<file path="src/sv/kcrc_pkg.sv">
`timescale 1ns / 1ps
`default_nettype none
// ----------------------------------------------------------------------------
// kcrc_pkg: shared types, constants and helpers
// Widths, register codes and the mod-96 reduction used by the cipher core.
// ----------------------------------------------------------------------------
package kcrc_pkg;

	localparam int unsigned GEN_W  = 17;
	localparam int unsigned BYTE_W = 8;
	localparam int unsigned PROD_W = 24;
	localparam int unsigned POS_W  = 7;

	localparam logic [GEN_W-1:0]  KEY_RESET   = 17'd1;
	localparam logic [GEN_W-1:0]  GEN_MOD     = 17'd65537;
	localparam logic [PROD_W-1:0] LEHMER_MULT = 24'd75;
	localparam logic [BYTE_W-1:0] WIN_LOW     = 8'd32;
	localparam logic [BYTE_W-1:0] WIN_SIZE    = 8'd96;

	typedef logic [0:0] cfg_idx_t;
	localparam cfg_idx_t CFG_KEY = 1'b0;
	localparam cfg_idx_t CFG_DIR = 1'b1;

	localparam logic DIR_ENCRYPT = 1'b0;
	localparam logic DIR_DECRYPT = 1'b1;

	typedef struct packed {
		logic             load;
		logic             step;
		logic [GEN_W-1:0] key;
	} gen_ctl_t;

	// Printable window 32..127
	function automatic logic in_window(input logic [BYTE_W-1:0] b);
		in_window = (b[7] == 1'b0) && (b[6:5] != 2'b00);
	endfunction

	// v mod 96 = ((v >> 5) mod 3) * 32 + v[4:0]; mod 3 by base-4 digit sum
	function automatic logic [POS_W-1:0] mod96(input logic [GEN_W-1:0] v);
		logic [4:0] dsum;
		logic [1:0] m3;
		dsum = 5'(v[6:5]) + 5'(v[8:7]) + 5'(v[10:9]) + 5'(v[12:11])
			+ 5'(v[14:13]) + 5'(v[16:15]);
		if (dsum >= 5'd12) dsum = dsum - 5'd12;
		if (dsum >= 5'd6)  dsum = dsum - 5'd6;
		if (dsum >= 5'd3)  dsum = dsum - 5'd3;
		m3 = dsum[1:0];
		mod96 = {m3, v[4:0]};
	endfunction

endpackage
`default_nettype wire

</file>
<file path="src/sv/kcrc_ifs.sv">
`timescale 1ns / 1ps
`default_nettype none
// ----------------------------------------------------------------------------
// kcrc_ifs: channel interfaces
// Byte request channel, byte result channel and register write channel.
// ----------------------------------------------------------------------------
interface kcrc_in_if;
	logic                        valid;
	logic                        ready;
	logic [kcrc_pkg::BYTE_W-1:0] in_byte;

	modport source (output valid, output in_byte, input ready);
	modport sink   (input valid, input in_byte, output ready);
endinterface

interface kcrc_out_if;
	logic                        valid;
	logic                        ready;
	logic [kcrc_pkg::BYTE_W-1:0] out_byte;

	modport source (output valid, output out_byte, input ready);
	modport sink   (input valid, input out_byte, output ready);
endinterface

interface kcrc_cfg_if;
	logic                       valid;
	logic                       ready;
	kcrc_pkg::cfg_idx_t         index;
	logic [kcrc_pkg::GEN_W-1:0] data;

	modport source (output valid, output index, output data, input ready);
	modport sink   (input valid, input index, input data, output ready);
endinterface
`default_nettype wire

</file>
<file path="src/sv/kcrc_lehmer.sv">
`timescale 1ns / 1ps
`default_nettype none
// ----------------------------------------------------------------------------
// kcrc_lehmer: keystream generator
// Holds the generator value; steps value*75 mod 65537 by subtract-and-fold.
// ----------------------------------------------------------------------------
module kcrc_lehmer (
	input  wire                         clk,
	input  wire                         arst_n,
	input  wire kcrc_pkg::gen_ctl_t     ctl,
	output logic [kcrc_pkg::GEN_W-1:0]  gen_value,
	output logic [kcrc_pkg::GEN_W-1:0]  gen_next
);

	logic [kcrc_pkg::GEN_W-1:0]  gen_q;
	logic [kcrc_pkg::PROD_W-1:0] prod;
	logic [15:0]                 low;
	logic [7:0]                  high;

	always_comb begin
		prod = {7'd0, gen_q} * kcrc_pkg::LEHMER_MULT;
		low  = prod[15:0];
		high = prod[23:16];
		// fold: 2^16 = -1 mod 65537, add the modulus back on borrow
		if (low >= {8'd0, high}) begin
			gen_next = {1'b0, low} - {9'd0, high};
		end else begin
			gen_next = {1'b0, low} + kcrc_pkg::GEN_MOD - {9'd0, high};
		end
	end

	always_ff @(posedge clk or negedge arst_n) begin
		if (!arst_n) begin
			gen_q <= kcrc_pkg::KEY_RESET;
		end else if (ctl.load) begin
			gen_q <= ctl.key;
		end else if (ctl.step) begin
			gen_q <= gen_next;
		end
	end

	assign gen_value = gen_q;

endmodule
`default_nettype wire

</file>
<file path="src/sv/kcrc_rotate.sv">
`timescale 1ns / 1ps
`default_nettype none
// ----------------------------------------------------------------------------
// kcrc_rotate: window rotation
// Rotates a printable byte by (generator mod 96), forward or backward.
// ----------------------------------------------------------------------------
module kcrc_rotate (
	input  wire  [kcrc_pkg::BYTE_W-1:0] in_byte,
	input  wire  [kcrc_pkg::GEN_W-1:0]  gen,
	input  wire                         dir,
	output logic [kcrc_pkg::BYTE_W-1:0] out_byte
);

	logic [kcrc_pkg::POS_W-1:0]  rot;
	logic [kcrc_pkg::POS_W-1:0]  pos;
	logic [kcrc_pkg::BYTE_W-1:0] sum;

	always_comb begin
		rot = kcrc_pkg::mod96(gen);
		pos = in_byte[6:0] - kcrc_pkg::WIN_LOW[6:0];
		if (dir == kcrc_pkg::DIR_DECRYPT) begin
			sum = {1'b0, pos} + kcrc_pkg::WIN_SIZE - {1'b0, rot};
		end else begin
			sum = {1'b0, pos} + {1'b0, rot};
		end
		if (sum >= kcrc_pkg::WIN_SIZE) sum = sum - kcrc_pkg::WIN_SIZE;
		if (kcrc_pkg::in_window(in_byte)) begin
			out_byte = sum + kcrc_pkg::WIN_LOW;
		end else begin
			out_byte = in_byte;
		end
	end

endmodule
`default_nettype wire

</file>
<file path="src/sv/keystream_char_rotation_cipher_core.sv">
`timescale 1ns / 1ps
`default_nettype none
// ----------------------------------------------------------------------------
// keystream_char_rotation_cipher_core: byte stream cipher
// Lehmer keystream (x75 mod 65537) rotating bytes 32..127 by keystream mod 96.
// ----------------------------------------------------------------------------
//  channel  role    fields            handshake
//  cfg      sink    index, data[16:0] valid/ready, ready always high
//  item     sink    in_byte[7:0]      valid/ready
//  result   source  out_byte[7:0]     valid/ready
//
// One byte per cycle sustained while results are taken; a request is held
// in s1, then in the result register. The generator steps in the cycle a
// request is taken, then the rotation runs between those two registers.
// Reset sets key 1, encrypt, generator 1. A key write reloads the generator.
// A stalled result holds; s1 keeps accepting until it is full too.
// ----------------------------------------------------------------------------
module keystream_char_rotation_cipher_core (
	input  wire         clk,
	input  wire         arst_n,
	kcrc_cfg_if.sink    cfg,
	kcrc_in_if.sink     item,
	kcrc_out_if.source  result
);

	logic                        dir_q;
	logic                        v_s1;
	logic [kcrc_pkg::BYTE_W-1:0] byte_s1;
	logic [kcrc_pkg::GEN_W-1:0]  gen_s1;
	logic                        out_v_q;
	logic [kcrc_pkg::BYTE_W-1:0] out_byte_q;

	logic                        cfg_wr;
	logic                        key_wr;
	logic                        accept;
	logic                        out_free;
	logic                        s1_free;
	kcrc_pkg::gen_ctl_t          gen_ctl;
	logic [kcrc_pkg::GEN_W-1:0]  gen_value;
	logic [kcrc_pkg::GEN_W-1:0]  gen_next;
	logic [kcrc_pkg::BYTE_W-1:0] rot_byte;
	logic                        win_s1;

	assign cfg.ready = 1'b1;
	assign cfg_wr    = cfg.valid && cfg.ready;

	always_comb begin
		key_wr = 1'b0;
		unique case (cfg.index)
			kcrc_pkg::CFG_KEY: key_wr = cfg_wr;
			kcrc_pkg::CFG_DIR: key_wr = 1'b0;
			default:           key_wr = 1'b0;
		endcase
	end

	always_ff @(posedge clk or negedge arst_n) begin
		if (!arst_n) begin
			dir_q <= kcrc_pkg::DIR_ENCRYPT;
		end else if (cfg_wr) begin
			unique case (cfg.index)
				// key goes straight into the generator
				kcrc_pkg::CFG_KEY: ;
				kcrc_pkg::CFG_DIR: dir_q <= cfg.data[0];
				default:           ;
			endcase
		end
	end

	// handshake: result register drains, s1 refills behind it
	assign out_free   = !out_v_q || result.ready;
	assign s1_free    = !v_s1 || out_free;
	assign item.ready = s1_free;
	assign accept     = item.valid && item.ready;

	assign gen_ctl.load = key_wr;
	assign gen_ctl.step = accept;
	assign gen_ctl.key  = cfg.data;

	kcrc_lehmer u_lehmer (
		.clk       (clk),
		.arst_n    (arst_n),
		.ctl       (gen_ctl),
		.gen_value (gen_value),
		.gen_next  (gen_next)
	);

	always_ff @(posedge clk or negedge arst_n) begin
		if (!arst_n) begin
			v_s1 <= 1'b0;
		end else if (s1_free) begin
			v_s1 <= item.valid;
		end
	end

	always_ff @(posedge clk) begin
		if (accept) begin
			byte_s1 <= item.in_byte;
			gen_s1  <= gen_next;
		end
	end

	kcrc_rotate u_rotate (
		.in_byte  (byte_s1),
		.gen      (gen_s1),
		.dir      (dir_q),
		.out_byte (rot_byte)
	);

	always_ff @(posedge clk or negedge arst_n) begin
		if (!arst_n) begin
			out_v_q <= 1'b0;
		end else if (out_free) begin
			out_v_q <= v_s1;
		end
	end

	always_ff @(posedge clk) begin
		if (out_free && v_s1) begin
			out_byte_q <= rot_byte;
		end
	end

	assign result.valid    = out_v_q;
	assign result.out_byte = out_byte_q;

	assign win_s1 = kcrc_pkg::in_window(byte_s1);

	// key write reloads the generator
	a_key_reload: assert property (@(posedge clk) disable iff (!arst_n)
		key_wr |=> (gen_value == $past(cfg.data)))
		else $error("generator not reloaded by key write");

	// every step leaves the generator below the modulus
	a_gen_range: assert property (@(posedge clk) disable iff (!arst_n)
		(accept && !key_wr) |=> (gen_value <= 17'd65536))
		else $error("generator out of range after step");

	// bytes outside the window pass through untouched
	a_pass: assert property (@(posedge clk) disable iff (!arst_n)
		(v_s1 && out_free && !win_s1) |=> (result.out_byte == $past(byte_s1)))
		else $error("non-printable byte altered");

	// a taken request always lands in s1
	a_fill: assert property (@(posedge clk) disable iff (!arst_n)
		accept |=> v_s1)
		else $error("accepted request lost");

endmodule
`default_nettype wire

</file>
<file path="src/flat_wrapper.sv">
// flat-port wrapper written by rule: the top's interface ports become plain ports
module keystream_char_rotation_cipher_core_flat 
  (clk, arst_n, cfg_valid, cfg_index, cfg_data, cfg_ready, item_valid, item_in_byte, item_ready, result_valid, result_out_byte, result_ready);
  kcrc_cfg_if cfg_i ();
  kcrc_in_if item_i ();
  kcrc_out_if result_i ();
  input  wire clk;
  input  wire arst_n;
  input wire logic [$bits(cfg_i.valid)-1:0] cfg_valid;
  input wire logic [$bits(cfg_i.index)-1:0] cfg_index;
  input wire logic [$bits(cfg_i.data)-1:0] cfg_data;
  output wire logic [$bits(cfg_i.ready)-1:0] cfg_ready;
  input wire logic [$bits(item_i.valid)-1:0] item_valid;
  input wire logic [$bits(item_i.in_byte)-1:0] item_in_byte;
  output wire logic [$bits(item_i.ready)-1:0] item_ready;
  output wire logic [$bits(result_i.valid)-1:0] result_valid;
  output wire logic [$bits(result_i.out_byte)-1:0] result_out_byte;
  input wire logic [$bits(result_i.ready)-1:0] result_ready;
  assign cfg_i.valid = cfg_valid;
  assign cfg_i.index = cfg_index;
  assign cfg_i.data = cfg_data;
  assign cfg_ready = cfg_i.ready;
  assign item_i.valid = item_valid;
  assign item_i.in_byte = item_in_byte;
  assign item_ready = item_i.ready;
  assign result_valid = result_i.valid;
  assign result_out_byte = result_i.out_byte;
  assign result_i.ready = result_ready;
  keystream_char_rotation_cipher_core u_core (.clk(clk), .arst_n(arst_n), .cfg(cfg_i), .item(item_i), .result(result_i));
endmodule
</file>
<file path="config.mk">
export PLATFORM = sky130hd
export DESIGN_NAME = keystream_char_rotation_cipher_core_flat
export DESIGN_NICKNAME = d
export VERILOG_FILES = /design/src/sv/kcrc_pkg.sv /design/src/sv/kcrc_ifs.sv /design/src/sv/kcrc_lehmer.sv /design/src/sv/kcrc_rotate.sv /design/src/sv/keystream_char_rotation_cipher_core.sv /design/src/flat_wrapper.sv
export SDC_FILE = /design/constraint.sdc
export NUM_CORES = 1
export LEC_CHECK = 0
export BUFFER_PORTS_ARGS = -buffer_cell sky130_fd_sc_hd__buf_4
export CAP_MARGIN = 5
export CORE_AREA = 2 2 136 138
export DETAILED_ROUTE_END_ITERATION = 10
export DIE_AREA = 0 0 138 140
export PLACE_DENSITY = 0.54
export SETUP_SLACK_MARGIN = 0.02
export SLEW_MARGIN = 20
export SYNTH_ARGS = -nofsm -noshare
export SYNTH_HDL_FRONTEND = slang
export SYNTH_SLANG_ARGS = --single-unit
</file>
<file path="constraint.sdc">
create_clock -name clk -period 21.2 [get_ports clk]
set_input_delay 3.18 -clock clk [delete_from_list [all_inputs] [get_ports clk]]
set_output_delay 3.18 -clock clk [all_outputs]
set_load 0.005 [all_outputs]
</file>
==> impl_metrics.tcl <==
set metrics [dict create \
    status "finished clean" \
    finalSetupViolCount 0 \
    setup_total_negative_slack_ns 0 \
    cp.arrival_ns 8.48 \
    period_needed_ns 8.415 \
    dieArea_mm2 0.01932 \
    cts_tree "built" \
    antenna_found_initial 1 \
    track_usage_pct 19.36 \
    start_kind "register" \
    ys_seq_elements 53 \
    clk_latency_ns 0.29 \
    reg2reg_depth 37 \
    drive_gt1_share_pct 8.065 \
    syn-instance-count 830 \
    hold_start "u_core.v_s1" \
    avgSynthCellArea_um2 8.864 \
    rows 49 \
    postRouteWirelength_mm 18.08 \
    drv_slew 0 \
    max_freq_ghz 0.1188 \
    routedWlPerCell_um 16.48 \
    crit_top_cell "ha_1" \
    path_clk_slew_ns 0.07 \
    cts-resized-gates 0 \
    end_kind "register" \
    pin_count 42 \
    coreArea_mm2 0.01778 \
    grt_pass1_vias 5786 \
    cts.htree.levels 2 \
    r2r_setup_slack_ns 12.78 \
    dpl.hpwl_mm 15.21 \
    dieWidth_um 138 \
    initial_core_util_pct 41.38 \
    slowest_stage "fa_1" \
    required_ns 21.27 \
    dp_cells 1089 \
    cts_setup_buffers 0 \
    whs_ns 0.4980 \
    hold_path_class "reg2reg" \
    synth-edff-count 33 \
    drtPass1Iterations 4 \
    finClkSkew_ns 0.007123 \
    synth_nets 1028 \
    ant_nets 0 \
    grt_pass1_wl_mm 30.13 \
    worstSetupPathType "reg2reg" \
    synth_top_flop_cell "edfxtp_1" \
    ys_warn_count 0 \
    syn_to_final_growth_pct 9.779 \
    critical-path-max-stage-delay_ns 0.53 \
    synth.cell_area_mm2 0.007357 \
    relSlewSlack_pct 35.23 \
    timing.final.crit_share_pct 39.69 \
    place_congestion 0.8713 \
    yosysUniqueCellTypes 72 \
    r2r_end "u_core.result.out_byte[7]" \
    worstMarginPinSlew_ns 0.9614 \
    rsz0062_at_grt "false" \
    max-cap-violations 0 \
    synth_area_leader_cell "ha_1" \
    cts_buffers 5 \
    whs_path_depth 1 \
    io_buffers 40 \
    cts_sinks 53 \
    num_antenna_cells 0 \
    die_h_um 140 \
    nNetsFinal 1065 \
    cts_buffer_depth 2 \
    synth_area_leaders "ha_1 21%, edfxtp_1 13%, fa_1 11%" \
    path_max_fanout 5 \
    hold_buffers 0 \
    whs_endpoint "u_core.result.valid" \
    vias 5772 \
    ys_seq_area_share_pct 20.29 \
    vias_per_cell 5.262 \
    grt_max_degree 42 \
    reg2reg_from "u_core.gen_s1[5]" \
    synth_top_area_share_pct 21.43 \
    cts-root-buf "clkbuf_16" \
    grt.overflow.total 0 \
    async_flop_share_pct 37.74 \
    drtIter0Drc 251 \
    instances_no_fill 1097 \
    drc_errors 0 \
    finalHoldViolations 0 \
]
==> cell families (layout without fill, tap and decap cells) <==
| kind of cell | Yosys count | count (layout) | share of synthesized area (%) |
|---|---|---|---|
| buffers and inverters | 170 | 208 | 8.860 |
| flip-flops | 53 | 53 | 20.29 |
| other | 1 | 1 | 0.05097 |
| AND/OR/NAND/NOR | 174 | 174 | 11.87 |
| AO/OA/AOI/OAI | 204 | 204 | 18.79 |
| XOR/XNOR | 53 | 53 | 6.309 |
| adder cells (fa/ha/maj) | 167 | 167 | 32.59 |
| multiplexers | 8 | 8 | 1.241 |
==> layout make-up <==
cell class / count / area [µm²]
clock buffer: 7 / 142.6
inverter: 157 / 589.3
timing repair buffer: 43 / 322.8
clock inverter: 1 / 30.03
multi-input combinational: 607 / 5213
tap: 229 / 286.5
sequential: 53 / 1493
fill: 1815 / 9703
==> per-layer routing <==
metal,vias up,wire length [µm],track usage (%)
met2,99,8037,31.92
met1,2719,8925,27.16
met3,27,581,1.368
met5,-,0,0
li1,2927,-,-
met4,0,531,6.445
==> cells in the mapped netlist (11+ instances only) <==
library cell    n
nand2b_1       14
xnor2_1        35
nor3_1         12
a21o_1         20
nor2_1         35
o21ai_0        52
o211ai_1       11
edfxtp_1       33
inv_1         157
fa_1           41
a21oi_1        45
dfrtp_1        19
nand3_1        11
nand2_1        51
xor2_1         18
ha_1          126
==> worst max-delay path by stage <==
stage / startpoint / to / slack (ns)
detailed placement: u_core.gen_s1[5] / u_core.result.out_byte[7] / 12.81
global route: u_core.gen_s1[5] / u_core.result.out_byte[7] / 11.86
finish: u_core.gen_s1[5] / u_core.result.out_byte[7] / 12.78
floorplan: u_core.gen_s1[5] / u_core.result.out_byte[6] / 13.53
CTS: u_core.gen_s1[5] / u_core.result.out_byte[7] / 12.79
global placement: u_core.gen_s1[5] / u_core.result.out_byte[6] / 13.03
==> per-stage QoR <==
step | setup slack, ns | cell area, µm² | utilization, %
2_1_floorplan | 13.53 | 7357 | -
3_3_place_gp | 13.03 | 7904 | 44.45
3_5_place_dp | 12.81 | 7904 | 44.45
4_1_cts | 12.79 | 8077 | 45.43
5_1_grt | 11.86 | 8077 | 45.43
6_report | 12.78 | 8077 | 45.43
==> placed cells by master, fill, tap and decap left out, types with 20 or more instances in the layout <==
master and instances:
inv_1 157, a21o_1 20, fa_1 41, a21oi_1 45
xnor2_1 35, ha_1 126, edfxtp_1 33, buf_4 43
o21ai_0 52, nand2_1 51, nor2_1 35
==> state kept, by name (all words and copies together) (netlist names) <==
signal	cells
u_core.gen_s1	17
u_core.u_lehmer.gen_value	17
u_core.byte_s1	8
u_core.result.out_byte	8
u_core.dir_q	1
u_core.result.valid	1
u_core.v_s1	1
==> worst max-delay path: cells and delay by family (launching register included) <==
family / cells / cell delay (ns)
flops: 1 / 0.37
simple gates: 8 / 1.24
fa+ha+maj: 12 / 3.98
compound gates: 8 / 1.25
mux: 1 / 0.15
buf+inv: 5 / 0.30
xor+xnor: 3 / 0.92
Power is not shown: default switching activity piles up to over one toggle a cycle in this logic, so the estimate is an artifact.
